File: src/sv/md5sh_pkg.sv
`timescale 1ns / 1ps
// ----------------------------------------------------------------------------
// md5sh_pkg: shared definitions for the seeded MD5 digest engine
// Block geometry, chaining-word constants, step tables and step functions.
// ----------------------------------------------------------------------------
package md5sh_pkg;

  localparam int unsigned WORD_W      = 32;
  localparam int unsigned BLOCK_WORDS = 16;
  localparam int unsigned WADDR_W     = $clog2(BLOCK_WORDS);
  localparam int unsigned STEP_W      = 6;

  localparam logic [31:0] INIT_A = 32'h67452301;
  localparam logic [31:0] INIT_B = 32'hefcdab89;
  localparam logic [31:0] INIT_C = 32'h98badcfe;
  localparam logic [31:0] INIT_D = 32'h10325476;

  localparam logic [31:0] SEED_MUL_A = 32'd11;
  localparam logic [31:0] SEED_MUL_B = 32'd71;
  localparam logic [31:0] SEED_MUL_C = 32'd37;
  localparam logic [31:0] SEED_MUL_D = 32'd97;

  localparam logic [7:0] PAD_BYTE = 8'h80;

  // Word slots in the block buffer used by the padding sequence
  localparam logic [WADDR_W-1:0] LAST_ZERO_WORD = WADDR_W'(13);
  localparam logic [WADDR_W-1:0] LEN_LO_WORD    = WADDR_W'(14);
  localparam logic [WADDR_W-1:0] LEN_HI_WORD    = WADDR_W'(15);

  localparam logic [STEP_W-1:0] LAST_STEP = STEP_W'(63);

  localparam logic [31:0] STEP_CONST [64] = '{
    32'd3614090360, 32'd3905402710, 32'd606105819,  32'd3250441966,
    32'd4118548399, 32'd1200080426, 32'd2821735955, 32'd4249261313,
    32'd1770035416, 32'd2336552879, 32'd4294925233, 32'd2304563134,
    32'd1804603682, 32'd4254626195, 32'd2792965006, 32'd1236535329,
    32'd4129170786, 32'd3225465664, 32'd643717713,  32'd3921069994,
    32'd3593408605, 32'd38016083,   32'd3634488961, 32'd3889429448,
    32'd568446438,  32'd3275163606, 32'd4107603335, 32'd1163531501,
    32'd2850285829, 32'd4243563512, 32'd1735328473, 32'd2368359562,
    32'd4294588738, 32'd2272392833, 32'd1839030562, 32'd4259657740,
    32'd2763975236, 32'd1272893353, 32'd4139469664, 32'd3200236656,
    32'd681279174,  32'd3936430074, 32'd3572445317, 32'd76029189,
    32'd3654602809, 32'd3873151461, 32'd530742520,  32'd3299628645,
    32'd4096336452, 32'd1126891415, 32'd2878612391, 32'd4237533241,
    32'd1700485571, 32'd2399980690, 32'd4293915773, 32'd2240044497,
    32'd1873313359, 32'd4264355552, 32'd2734768916, 32'd1309151649,
    32'd4149444226, 32'd3174756917, 32'd718787259,  32'd3951481745
  };

  localparam logic [4:0] ROT_AMOUNT [16] = '{
    5'd7, 5'd12, 5'd17, 5'd22, 5'd5, 5'd9,  5'd14, 5'd20,
    5'd4, 5'd11, 5'd16, 5'd23, 5'd6, 5'd10, 5'd15, 5'd21
  };

  typedef logic [3:0][WORD_W-1:0] chain_t;

  // Compression unit status towards the sequencer
  typedef struct packed {
    logic   done;
    chain_t word;
  } core_res_t;

  // Message word read by a given step
  function automatic logic [WADDR_W-1:0] msg_index(input logic [STEP_W-1:0] k);
    logic [3:0] k4;
    logic [3:0] idx;
    k4 = k[3:0];
    case (k[5:4])
      2'd0:    idx = k4;
      2'd1:    idx = 4'((k4 << 2) + k4 + 4'd1);
      2'd2:    idx = 4'((k4 << 1) + k4 + 4'd5);
      default: idx = 4'((k4 << 3) - k4);
    endcase
    return idx;
  endfunction

  function automatic logic [31:0] round_f(input logic [1:0] rnd, input logic [31:0] b,
                                          input logic [31:0] c, input logic [31:0] d);
    logic [31:0] f;
    case (rnd)
      2'd0:    f = (b & c) | (~b & d);
      2'd1:    f = (b & d) | (c & ~d);
      2'd2:    f = b ^ c ^ d;
      default: f = c ^ (b | ~d);
    endcase
    return f;
  endfunction

  function automatic logic [31:0] rotl(input logic [31:0] x, input logic [4:0] s);
    logic [63:0] dbl;
    dbl = {x, x} << s;
    return dbl[63:32];
  endfunction

endpackage

File: src/sv/md5sh_in_if.sv
`timescale 1ns / 1ps
// ----------------------------------------------------------------------------
// md5sh_in_if: message byte channel
// Valid/ready channel carrying one message byte and its framing marks.
// ----------------------------------------------------------------------------
interface md5sh_in_if;
  logic       valid;
  logic       ready;
  logic [7:0] data_byte;
  logic       has_byte;
  logic       last_byte;

  modport source (output valid, output data_byte, output has_byte, output last_byte,
                  input ready);
  modport sink   (input valid, input data_byte, input has_byte, input last_byte,
                  output ready);
endinterface

File: src/sv/md5sh_out_if.sv
`timescale 1ns / 1ps
// ----------------------------------------------------------------------------
// md5sh_out_if: digest word channel
// Valid/ready channel carrying one chaining word of the finished digest.
// ----------------------------------------------------------------------------
interface md5sh_out_if;
  logic        valid;
  logic        ready;
  logic [31:0] digest_word;
  logic [1:0]  word_index;
  logic        last_word;

  modport source (output valid, output digest_word, output word_index, output last_word,
                  input ready);
  modport sink   (input valid, input digest_word, input word_index, input last_word,
                  output ready);
endinterface

File: src/sv/md5sh_ram.sv
`timescale 1ns / 1ps
// ----------------------------------------------------------------------------
// md5sh_ram: generic simple dual-port RAM
// One write port, one read port, registered read data.
// ----------------------------------------------------------------------------
module md5sh_ram #(
  parameter int unsigned WIDTH = md5sh_pkg::WORD_W,
  parameter int unsigned DEPTH = md5sh_pkg::BLOCK_WORDS,
  localparam int unsigned AW   = (DEPTH > 1) ? $clog2(DEPTH) : 1
) (
  input  logic             clk,
  input  logic             we,
  input  logic [AW-1:0]    waddr,
  input  logic [WIDTH-1:0] wdata,
  input  logic [AW-1:0]    raddr,
  output logic [WIDTH-1:0] rdata
);

  logic [WIDTH-1:0] mem_r [DEPTH];
  logic [WIDTH-1:0] rdata_r;

  always_ff @(posedge clk) begin
    if (we) begin
      mem_r[waddr] <= wdata;
    end
    rdata_r <= mem_r[raddr];
  end

  assign rdata = rdata_r;

endmodule

File: src/sv/md5sh_core.sv
`timescale 1ns / 1ps
// ----------------------------------------------------------------------------
// md5sh_core: iterative MD5 compression unit
// Runs the 64 steps of one block, one step a cycle, on a shared step datapath.
// ----------------------------------------------------------------------------
module md5sh_core (
  input  logic                                clk,
  input  logic                                rst_n,
  input  logic                                start,
  input  md5sh_pkg::chain_t                   chain_i,
  input  logic [md5sh_pkg::WORD_W-1:0]        w_data,
  output logic [md5sh_pkg::WADDR_W-1:0]       rd_addr,
  output md5sh_pkg::core_res_t                res
);

  logic [31:0]                  a_r, b_r, c_r, d_r;
  logic [md5sh_pkg::STEP_W-1:0] step_r;
  logic                         busy_r;
  logic                         done_r;

  logic [31:0]                  f_val;
  logic [31:0]                  sum;
  logic [31:0]                  t_rot;
  logic [md5sh_pkg::STEP_W-1:0] step_inc;

  always_comb begin
    f_val    = md5sh_pkg::round_f(step_r[5:4], b_r, c_r, d_r);
    sum      = a_r + f_val + w_data + md5sh_pkg::STEP_CONST[step_r];
    t_rot    = md5sh_pkg::rotl(sum, md5sh_pkg::ROT_AMOUNT[{step_r[5:4], step_r[1:0]}]);
    step_inc = step_r + 1'b1;
    // Prefetch the word for the next step; word 0 while waiting for start
    rd_addr  = busy_r ? md5sh_pkg::msg_index(step_inc) : '0;
  end

  always_ff @(posedge clk) begin
    if (!rst_n) begin
      busy_r <= 1'b0;
      done_r <= 1'b0;
      step_r <= '0;
    end else begin
      done_r <= 1'b0;
      if (start && !busy_r) begin
        a_r    <= chain_i[0];
        b_r    <= chain_i[1];
        c_r    <= chain_i[2];
        d_r    <= chain_i[3];
        step_r <= '0;
        busy_r <= 1'b1;
      end else if (busy_r) begin
        a_r    <= d_r;
        d_r    <= c_r;
        c_r    <= b_r;
        b_r    <= b_r + t_rot;
        step_r <= step_inc;
        if (step_r == md5sh_pkg::LAST_STEP) begin
          busy_r <= 1'b0;
          done_r <= 1'b1;
        end
      end
    end
  end

  assign res.done    = done_r;
  assign res.word[0] = a_r;
  assign res.word[1] = b_r;
  assign res.word[2] = c_r;
  assign res.word[3] = d_r;

endmodule

File: src/sv/md5_seeded_hash_top.sv
`timescale 1ns / 1ps
// ----------------------------------------------------------------------------
// md5_seeded_hash_top: seeded MD5 digest engine
// Hashes a byte stream into four chaining words, one 64-step block at a time.
// ----------------------------------------------------------------------------
// Usage:
//   in_ch  : one transaction per message byte. has_byte marks a real byte,
//            last_byte closes the message (after its byte, if any). A
//            transaction with neither mark is taken and ignored.
//   out_ch : four transactions per message, words A..D; last_word on D.
//   cfg    : cfg_wr_en writes cfg_wr_data to the seed; it takes effect when
//            the next message takes its first transaction.
// Sequence:
//   Each byte transaction is taken while in_ch.ready is high; the 64th byte
//   of a block starts a compression (start, 64 steps on the shared step
//   unit, chaining update), during which in_ch.ready is low.
//   After last_byte: a pad word, up to 13 zero-fill words, the two length
//   words and a compression. When the 0x80 lands in the last 8 bytes of the
//   block the length spills into an extra block: close that block with at
//   most one zero-fill word and its own compression, then write 14 zero-fill
//   words, the two length words and run the final compression.
//   The digest then sits in the chaining registers and drains one word per
//   cycle while out_ch.ready is high; a stall just holds the current word.
//   No new message byte is taken until the fourth word has gone.
// Reset: rst_n (synchronous, active low) clears the seed to 0 and returns
//   the sequencer to idle with an empty message; no clearing pass is needed.
// ----------------------------------------------------------------------------
module md5_seeded_hash_top (
  input  logic        clk,
  input  logic        rst_n,
  md5sh_in_if.sink    in_ch,
  md5sh_out_if.source out_ch,
  input  logic        cfg_wr_en,
  input  logic [31:0] cfg_wr_data
);

  typedef enum logic [2:0] {
    S_IDLE,
    S_PADW,
    S_ZERO,
    S_LEN0,
    S_LEN1,
    S_COMP,
    S_OUT
  } state_t;

  localparam int unsigned AW = md5sh_pkg::WADDR_W;

  state_t              state_r, state_nxt;
  logic [31:0]         seed_r;
  md5sh_pkg::chain_t   chain_r, chain_nxt;
  logic [63:0]         bit_cnt_r, bit_cnt_nxt;
  logic [31:0]         acc_r, acc_nxt;
  logic                started_r, started_nxt;
  logic                pend_last_r, pend_last_nxt;
  logic                in_pad_r, in_pad_nxt;
  logic                tail_r, tail_nxt;
  logic [AW-1:0]       wp_r, wp_nxt;
  logic [1:0]          oi_r, oi_nxt;
  logic                core_start_r, core_start_nxt;

  logic [5:0]          fill;
  logic [1:0]          lane;
  logic [AW-1:0]       wi;
  logic [31:0]         acc_ins;
  logic [31:0]         pad_word;
  logic                in_take;

  logic                ram_we;
  logic [AW-1:0]       ram_waddr;
  logic [31:0]         ram_wdata;
  logic [AW-1:0]       ram_raddr;
  logic [31:0]         ram_rdata;
  md5sh_pkg::core_res_t core_res;

  md5sh_ram #(
    .WIDTH(md5sh_pkg::WORD_W),
    .DEPTH(md5sh_pkg::BLOCK_WORDS)
  ) u_block_ram (
    .clk  (clk),
    .we   (ram_we),
    .waddr(ram_waddr),
    .wdata(ram_wdata),
    .raddr(ram_raddr),
    .rdata(ram_rdata)
  );

  md5sh_core u_core (
    .clk    (clk),
    .rst_n  (rst_n),
    .start  (core_start_r),
    .chain_i(chain_r),
    .w_data (ram_rdata),
    .rd_addr(ram_raddr),
    .res    (core_res)
  );

  // Byte position in the current block, and the lane within its word
  assign fill = bit_cnt_r[8:3];
  assign lane = fill[1:0];
  assign wi   = fill[5:2];

  // Merge the incoming byte into the partial word; build the padding word
  // from the bytes already gathered, 0x80 and zeros above it
  always_comb begin
    acc_ins  = acc_r;
    pad_word = '0;
    for (int j = 0; j < 4; j++) begin
      if (lane == 2'(j)) begin
        acc_ins[8*j +: 8]  = in_ch.data_byte;
        pad_word[8*j +: 8] = md5sh_pkg::PAD_BYTE;
      end else if (lane > 2'(j)) begin
        pad_word[8*j +: 8] = acc_r[8*j +: 8];
      end
    end
  end

  assign in_take = in_ch.valid && in_ch.ready && (in_ch.has_byte || in_ch.last_byte);

  always_comb begin
    state_nxt      = state_r;
    chain_nxt      = chain_r;
    bit_cnt_nxt    = bit_cnt_r;
    acc_nxt        = acc_r;
    started_nxt    = started_r;
    pend_last_nxt  = pend_last_r;
    in_pad_nxt     = in_pad_r;
    tail_nxt       = tail_r;
    wp_nxt         = wp_r;
    oi_nxt         = oi_r;
    ram_we         = 1'b0;
    ram_waddr      = wp_r;
    ram_wdata      = '0;

    unique case (state_r)
      S_IDLE: begin
        if (in_take) begin
          // Load the seeded chaining words on the first transaction of a message
          if (!started_r) begin
            chain_nxt[0] = md5sh_pkg::INIT_A + 32'(seed_r * md5sh_pkg::SEED_MUL_A);
            chain_nxt[1] = md5sh_pkg::INIT_B + 32'(seed_r * md5sh_pkg::SEED_MUL_B);
            chain_nxt[2] = md5sh_pkg::INIT_C + 32'(seed_r * md5sh_pkg::SEED_MUL_C);
            chain_nxt[3] = md5sh_pkg::INIT_D + 32'(seed_r * md5sh_pkg::SEED_MUL_D);
            started_nxt  = 1'b1;
          end
          if (in_ch.has_byte) begin
            acc_nxt     = acc_ins;
            bit_cnt_nxt = bit_cnt_r + 64'd8;
            if (lane == 2'd3) begin
              ram_we    = 1'b1;
              ram_waddr = wi;
              ram_wdata = acc_ins;
            end
          end
          if (in_ch.has_byte && (fill == 6'h3f)) begin
            state_nxt     = S_COMP;
            pend_last_nxt = in_ch.last_byte;
          end else if (in_ch.last_byte) begin
            state_nxt = S_PADW;
          end
        end
      end

      S_PADW: begin
        ram_we     = 1'b1;
        ram_waddr  = wi;
        ram_wdata  = pad_word;
        in_pad_nxt = 1'b1;
        if (wi > md5sh_pkg::LAST_ZERO_WORD) begin
          // No room for the length: finish this block, then a length-only block
          tail_nxt = 1'b0;
          if (wi == md5sh_pkg::LEN_HI_WORD) begin
            state_nxt = S_COMP;
          end else begin
            wp_nxt    = md5sh_pkg::LEN_HI_WORD;
            state_nxt = S_ZERO;
          end
        end else begin
          tail_nxt = 1'b1;
          if (wi == md5sh_pkg::LAST_ZERO_WORD) begin
            state_nxt = S_LEN0;
          end else begin
            wp_nxt    = wi + 1'b1;
            state_nxt = S_ZERO;
          end
        end
      end

      S_ZERO: begin
        ram_we = 1'b1;
        if (tail_r && (wp_r == md5sh_pkg::LAST_ZERO_WORD)) begin
          state_nxt = S_LEN0;
        end else if (!tail_r && (wp_r == md5sh_pkg::LEN_HI_WORD)) begin
          state_nxt = S_COMP;
        end else begin
          wp_nxt = wp_r + 1'b1;
        end
      end

      S_LEN0: begin
        ram_we    = 1'b1;
        ram_waddr = md5sh_pkg::LEN_LO_WORD;
        ram_wdata = bit_cnt_r[31:0];
        state_nxt = S_LEN1;
      end

      S_LEN1: begin
        ram_we    = 1'b1;
        ram_waddr = md5sh_pkg::LEN_HI_WORD;
        ram_wdata = bit_cnt_r[63:32];
        state_nxt = S_COMP;
      end

      S_COMP: begin
        if (core_res.done) begin
          for (int i = 0; i < 4; i++) begin
            chain_nxt[i] = chain_r[i] + core_res.word[i];
          end
          if (!in_pad_r) begin
            if (pend_last_r) begin
              pend_last_nxt = 1'b0;
              state_nxt     = S_PADW;
            end else begin
              state_nxt = S_IDLE;
            end
          end else if (!tail_r) begin
            tail_nxt  = 1'b1;
            wp_nxt    = '0;
            state_nxt = S_ZERO;
          end else begin
            oi_nxt    = '0;
            state_nxt = S_OUT;
          end
        end
      end

      S_OUT: begin
        if (out_ch.ready) begin
          oi_nxt = oi_r + 1'b1;
          if (oi_r == 2'd3) begin
            // Drop the message state and wait for the next one
            bit_cnt_nxt = '0;
            started_nxt = 1'b0;
            in_pad_nxt  = 1'b0;
            tail_nxt    = 1'b0;
            state_nxt   = S_IDLE;
          end
        end
      end

      default: state_nxt = S_IDLE;
    endcase

    // Kick the compression unit on entry to the compress state
    core_start_nxt = (state_nxt == S_COMP) && (state_r != S_COMP);
  end

  always_ff @(posedge clk) begin
    if (!rst_n) begin
      state_r      <= S_IDLE;
      seed_r       <= '0;
      bit_cnt_r    <= '0;
      started_r    <= 1'b0;
      pend_last_r  <= 1'b0;
      in_pad_r     <= 1'b0;
      tail_r       <= 1'b0;
      wp_r         <= '0;
      oi_r         <= '0;
      core_start_r <= 1'b0;
    end else begin
      state_r      <= state_nxt;
      bit_cnt_r    <= bit_cnt_nxt;
      started_r    <= started_nxt;
      pend_last_r  <= pend_last_nxt;
      in_pad_r     <= in_pad_nxt;
      tail_r       <= tail_nxt;
      wp_r         <= wp_nxt;
      oi_r         <= oi_nxt;
      core_start_r <= core_start_nxt;
      if (cfg_wr_en) begin
        seed_r <= cfg_wr_data;
      end
    end
    // Payload: chaining words and the partial word need no reset
    chain_r <= chain_nxt;
    acc_r   <= acc_nxt;
  end

  assign in_ch.ready        = (state_r == S_IDLE);
  assign out_ch.valid       = (state_r == S_OUT);
  assign out_ch.digest_word = chain_r[oi_r];
  assign out_ch.word_index  = oi_r;
  assign out_ch.last_word   = (oi_r == 2'd3);

  // Never take a byte while a digest is still being delivered
  a_no_overlap: assert property (@(posedge clk) disable iff (!rst_n)
    !(in_ch.ready && out_ch.valid))
    else $error("input taken while digest pending");

  // The compression unit only starts and finishes under the compress state
  a_start_in_comp: assert property (@(posedge clk) disable iff (!rst_n)
    core_start_r |-> (state_r == S_COMP))
    else $error("compression started outside compress state");

  a_done_in_comp: assert property (@(posedge clk) disable iff (!rst_n)
    core_res.done |-> (state_r == S_COMP))
    else $error("compression finished outside compress state");

  // After the final digest word leaves, the block is ready for a new message
  a_ready_after_last: assert property (@(posedge clk) disable iff (!rst_n)
    (out_ch.valid && out_ch.ready && out_ch.last_word) |=> in_ch.ready)
    else $error("not ready after final digest word");

endmodule
File: src/flat_wrapper.sv
// flat-port wrapper written by rule: the top's interface ports become plain ports
module md5_seeded_hash_top_flat 
  (clk, rst_n, cfg_wr_en, cfg_wr_data, in_ch_valid, in_ch_data_byte, in_ch_has_byte, in_ch_last_byte, in_ch_ready, out_ch_valid, out_ch_digest_word, out_ch_word_index, out_ch_last_word, out_ch_ready);
  md5sh_in_if in_ch_i ();
  md5sh_out_if out_ch_i ();
  input  logic clk;
  input  logic rst_n;
  input  logic cfg_wr_en;
  input  logic [31:0] cfg_wr_data;
  input wire logic [$bits(in_ch_i.valid)-1:0] in_ch_valid;
  input wire logic [$bits(in_ch_i.data_byte)-1:0] in_ch_data_byte;
  input wire logic [$bits(in_ch_i.has_byte)-1:0] in_ch_has_byte;
  input wire logic [$bits(in_ch_i.last_byte)-1:0] in_ch_last_byte;
  output wire logic [$bits(in_ch_i.ready)-1:0] in_ch_ready;
  output wire logic [$bits(out_ch_i.valid)-1:0] out_ch_valid;
  output wire logic [$bits(out_ch_i.digest_word)-1:0] out_ch_digest_word;
  output wire logic [$bits(out_ch_i.word_index)-1:0] out_ch_word_index;
  output wire logic [$bits(out_ch_i.last_word)-1:0] out_ch_last_word;
  input wire logic [$bits(out_ch_i.ready)-1:0] out_ch_ready;
  assign in_ch_i.valid = in_ch_valid;
  assign in_ch_i.data_byte = in_ch_data_byte;
  assign in_ch_i.has_byte = in_ch_has_byte;
  assign in_ch_i.last_byte = in_ch_last_byte;
  assign in_ch_ready = in_ch_i.ready;
  assign out_ch_valid = out_ch_i.valid;
  assign out_ch_digest_word = out_ch_i.digest_word;
  assign out_ch_word_index = out_ch_i.word_index;
  assign out_ch_last_word = out_ch_i.last_word;
  assign out_ch_i.ready = out_ch_ready;
  md5_seeded_hash_top u_core (.clk(clk), .rst_n(rst_n), .in_ch(in_ch_i), .out_ch(out_ch_i), .cfg_wr_en(cfg_wr_en), .cfg_wr_data(cfg_wr_data));
endmodule
File: config.mk
export PLATFORM = sky130hd
export DESIGN_NAME = md5_seeded_hash_top_flat
export DESIGN_NICKNAME = d
export VERILOG_FILES = /design/src/sv/md5sh_pkg.sv /design/src/sv/md5sh_in_if.sv /design/src/sv/md5sh_out_if.sv /design/src/sv/md5sh_ram.sv /design/src/sv/md5sh_core.sv /design/src/sv/md5_seeded_hash_top.sv /design/src/flat_wrapper.sv
export SDC_FILE = /design/constraint.sdc
export NUM_CORES = 2
export LEC_CHECK = 0
export BUFFER_PORTS_ARGS = -buffer_cell sky130_fd_sc_hd__buf_2
export CAP_MARGIN = 5
export CORE_MARGIN = 4
export CORE_UTILIZATION = 65
export DETAILED_ROUTE_END_ITERATION = 10
export PLACE_DENSITY_LB_ADDON = 0.2
export SLEW_MARGIN = 15
export SYNTH_ARGS = -nofsm -noshare
export SYNTH_HDL_FRONTEND = slang
export SYNTH_SLANG_ARGS = --single-unit
export TNS_END_PERCENT = 50
File: constraint.sdc
create_clock -name clk -period 15.2 [get_ports clk]
set_input_delay 2.28 -clock clk [delete_from_list [all_inputs] [get_ports clk]]
set_output_delay 2.28 -clock clk [all_outputs]
set_load 0.02 [all_outputs]
==> flow_summary.yaml <==
run_status:
  status: "completed"
sta:
  worst_pin_slew_ns: 1.39
  finalSetupViolCount: 0
  max_freq_mhz: 86.7
  holdWs_ns: 0.500
  fin_skew_ns: 0.0905
  fin_setup_tns_ns: 0
  final.period_utilization_pct: 75.9
  hold_violations: 0
  post-route-min-period_ns: 11.53
  relSlewSlack_pct: 6.82
  layout_setup_ws_ns: 3.67
  rsz0062_at_grt: "no"
  drv_slew: 0
cts:
  cts_tree: "done"
  clk_pin_slew_ns: 0.06
  root_buffer: "clkbuf_16"
  h-tree-depth: 3
  cts_resized: 0
  cts_buffer_depth: 3
  clkLatencyLatePin_ns: 0.72
  cts_setup_buffers: 0
  postCtsHoldBufs: 0
  cts.sinks: 939
  cts_buffers: 98
detailed_routing:
  drtIter0Drc: 8335
  routedWlPerCell_um: 28.0
  route.detailed.drc: 0
  wl_um: 231000
  firstDrtPassIters: 9
  ant_nets: 0
  avgViaCountPerCell: 6.76
  num_vias: 55600
placed_design:
  gp_congestion: 1.06
  pre_cts_ws_ns: 3.95
  dp_hpwl_um: 165000
  placed_cell_area_um2: 70800
  port_buffers: 83
  place_inst: 8037
synth:
  netlist_instances: 6770
  seq_area_frac_synth_pct: 38.8
  synth.largest_area_cell: "edfxtp_1"
  synth_commonest_cells: "edfxtp_1 (792), nand2_1 (784), inv_1 (665)"
  synth-main-ff-cell: "edfxtp_1"
  yosysUniqueCellTypes: 95
  ys_seq_elements: 939
  yosys.area.top_type_share_pct: 34.5
  post-synth-top-count-cell: "edfxtp_1"
  yosys_warnings: 0
  synth_edf_count: 792
  ys_top_cells_by_area: "edfxtp_1 (35%), ha_1 (9.8%), fa_1 (7.1%), mux4_2 (5.4%), dfxtp_1 (4.3%)"
  synth_area_um2: 68900
  avgSynthCellArea_um2: 10.2
  synthArstFlopShare_pct: 0
  synthesis.nets: 7600
floorplanning:
  die_x_um: 334
  fp.dieH_um: 334
  core_area_um2: 105000
  num_rows: 119
  die_area_um2: 111000
  initial_core_util_pct: 65.4
  io_pins: 84
global_routing:
  antenna_found_initial: 16
  grt_max_degree: 109
  overflow: 0
  grt_pass1_vias: 53600
  grt_pass1_wl_um: 342000
  track_usage_pct: 40.8
pwr:
  p_per_area_nw_per_um2: 108
  vdd_drop_max_uv: 178
  leakagePower_nw: 31.2
  total_power_mw: 7.98
cells_and_area:
  final_cell_count_no_fill: 8225
  area_growth_pct: 7.63
  final_core_util_pct: 70.4
  final_nets: 7576
  design_area_um2: 74100
  drive_gt1_share_pct: 8.72
worst_setup_path:
  path_max_fanout: 21
  crit_slowest_cell: "a31oi_1"
  slowest_delay_ns: 0.54
  end_kind: "flop"
  worst_setup_path_start_kind: "flop"
  path_class: "flop to flop"
  crit_required_ns: 15.55
  critPathArrivalTime_ns: 11.89
job:
  max_cap_violations: 0
min_path:
  hold_path.class: "flop to flop"
## layout make-up
cell class | count | area (um^2)
Antenna cell | 7 | 17.5
Clock buffer | 136 | 2710
Clock inverter | 45 | 602
Multi-Input combinational cell | 4879 | 38800
Tap cell | 1391 | 1740
Sequential cell | 939 | 26700
Inverter | 669 | 2510
Fill cell | 7505 | 31100
Timing Repair Buffer | 159 | 998
## registers in the layout, indices dropped and copies added, names as in the netlist, 2 cells and up
signal and flops:
u_core.bit_cnt_r 61, u_core.u_core.d_r 32, u_core.u_core.c_r 32, u_core.seed_r 32
u_core.out_ch.word_index 2, u_core.u_block_ram.mem_r 512, u_core.u_block_ram.rdata 32, u_core.u_core.a_r 32
u_core.state_r 3, u_core.chain_r 128, u_core.acc_r 24, u_core.u_core.b_r 32
u_core.u_core.step_r 6, u_core.wp_r 4
## layer usage
metal	vias to the layer above	GRT usage, %	share of wire [%]
met5	-	0	0.012
met1	26900	57.0	38
met3	647	12.8	14
li1	24200	-	-
met4	4	15.9	4.8
met2	3840	60.0	43
## cell families (layout without fill, tap and decap cells)
logic type | Yosys count | in the layout | synth area share, %
other | 0 | 7 | 0
DFF | 939 | 939 | 38.8
muxes | 348 | 348 | 8.11
xor gates and xnor gates | 368 | 368 | 4.69
buffers and inverters | 952 | 1009 | 5.25
adders and majority gates | 784 | 784 | 16.9
AOI/OAI and AO/OA | 1560 | 1560 | 14.2
and+or+nand+nor | 1819 | 1819 | 12.1
## layout by cell type (no fill, tap or decap), drive strengths merged, types with 165 or more instances in the layout
cell type | synthesis | final
a21oi | 505 | 505
mux4 | 165 | 165
nor2 | 394 | 394
o21ai | 362 | 362
ha | 539 | 539
nand2 | 784 | 784
fa | 244 | 244
inv | 667 | 669
xnor2 | 225 | 225
edfxtp | 792 | 792
## worst paths after layout
check / from / end / slack [ns] / cells after the start
setup / recovery: u_core.u_core.step_r[1]$_SDFFE_PP0P_ / u_core.u_core.b_r[31]$_DFFE_PP_ / 3.67 / 39
hold / removal: u_core.bit_cnt_r[30]$_SDFFE_PN0P_ / u_core.bit_cnt_r[30]$_SDFFE_PN0P_ / 0.50 / 2
setup reg to reg: u_core.u_core.step_r[1]$_SDFFE_PP0P_ / u_core.u_core.b_r[31]$_DFFE_PP_ / 3.67 / 39
hold reg to reg: u_core.bit_cnt_r[30]$_SDFFE_PN0P_ / u_core.bit_cnt_r[30]$_SDFFE_PN0P_ / 0.50 / 2
## where the power goes
group | leakage (nW) | switching, mW | internal, mW | total (mW)
combinational | 20.9 | 1.55 | 0.878 | 2.42
sequential | 8.64 | 0.123 | 2.94 | 3.07
clock | 1.61 | 1.08 | 1.41 | 2.49
total | 31.2 | 2.75 | 5.23 | 7.98
## worst max-delay path: cells and delay by family, from the launching register on
family | cells | cell delay (ns)
XOR/XNOR | 3 | 0.50
flip-flops | 1 | 0.34
AND/OR/NAND/NOR | 7 | 1.92
adder cells (fa/ha/maj) | 5 | 2.00
buffers and inverters | 5 | 1.34
AO/OA/AOI/OAI | 16 | 4.50
multiplexers | 3 | 0.56
Note: power is estimated with default switching activity, not from simulation.
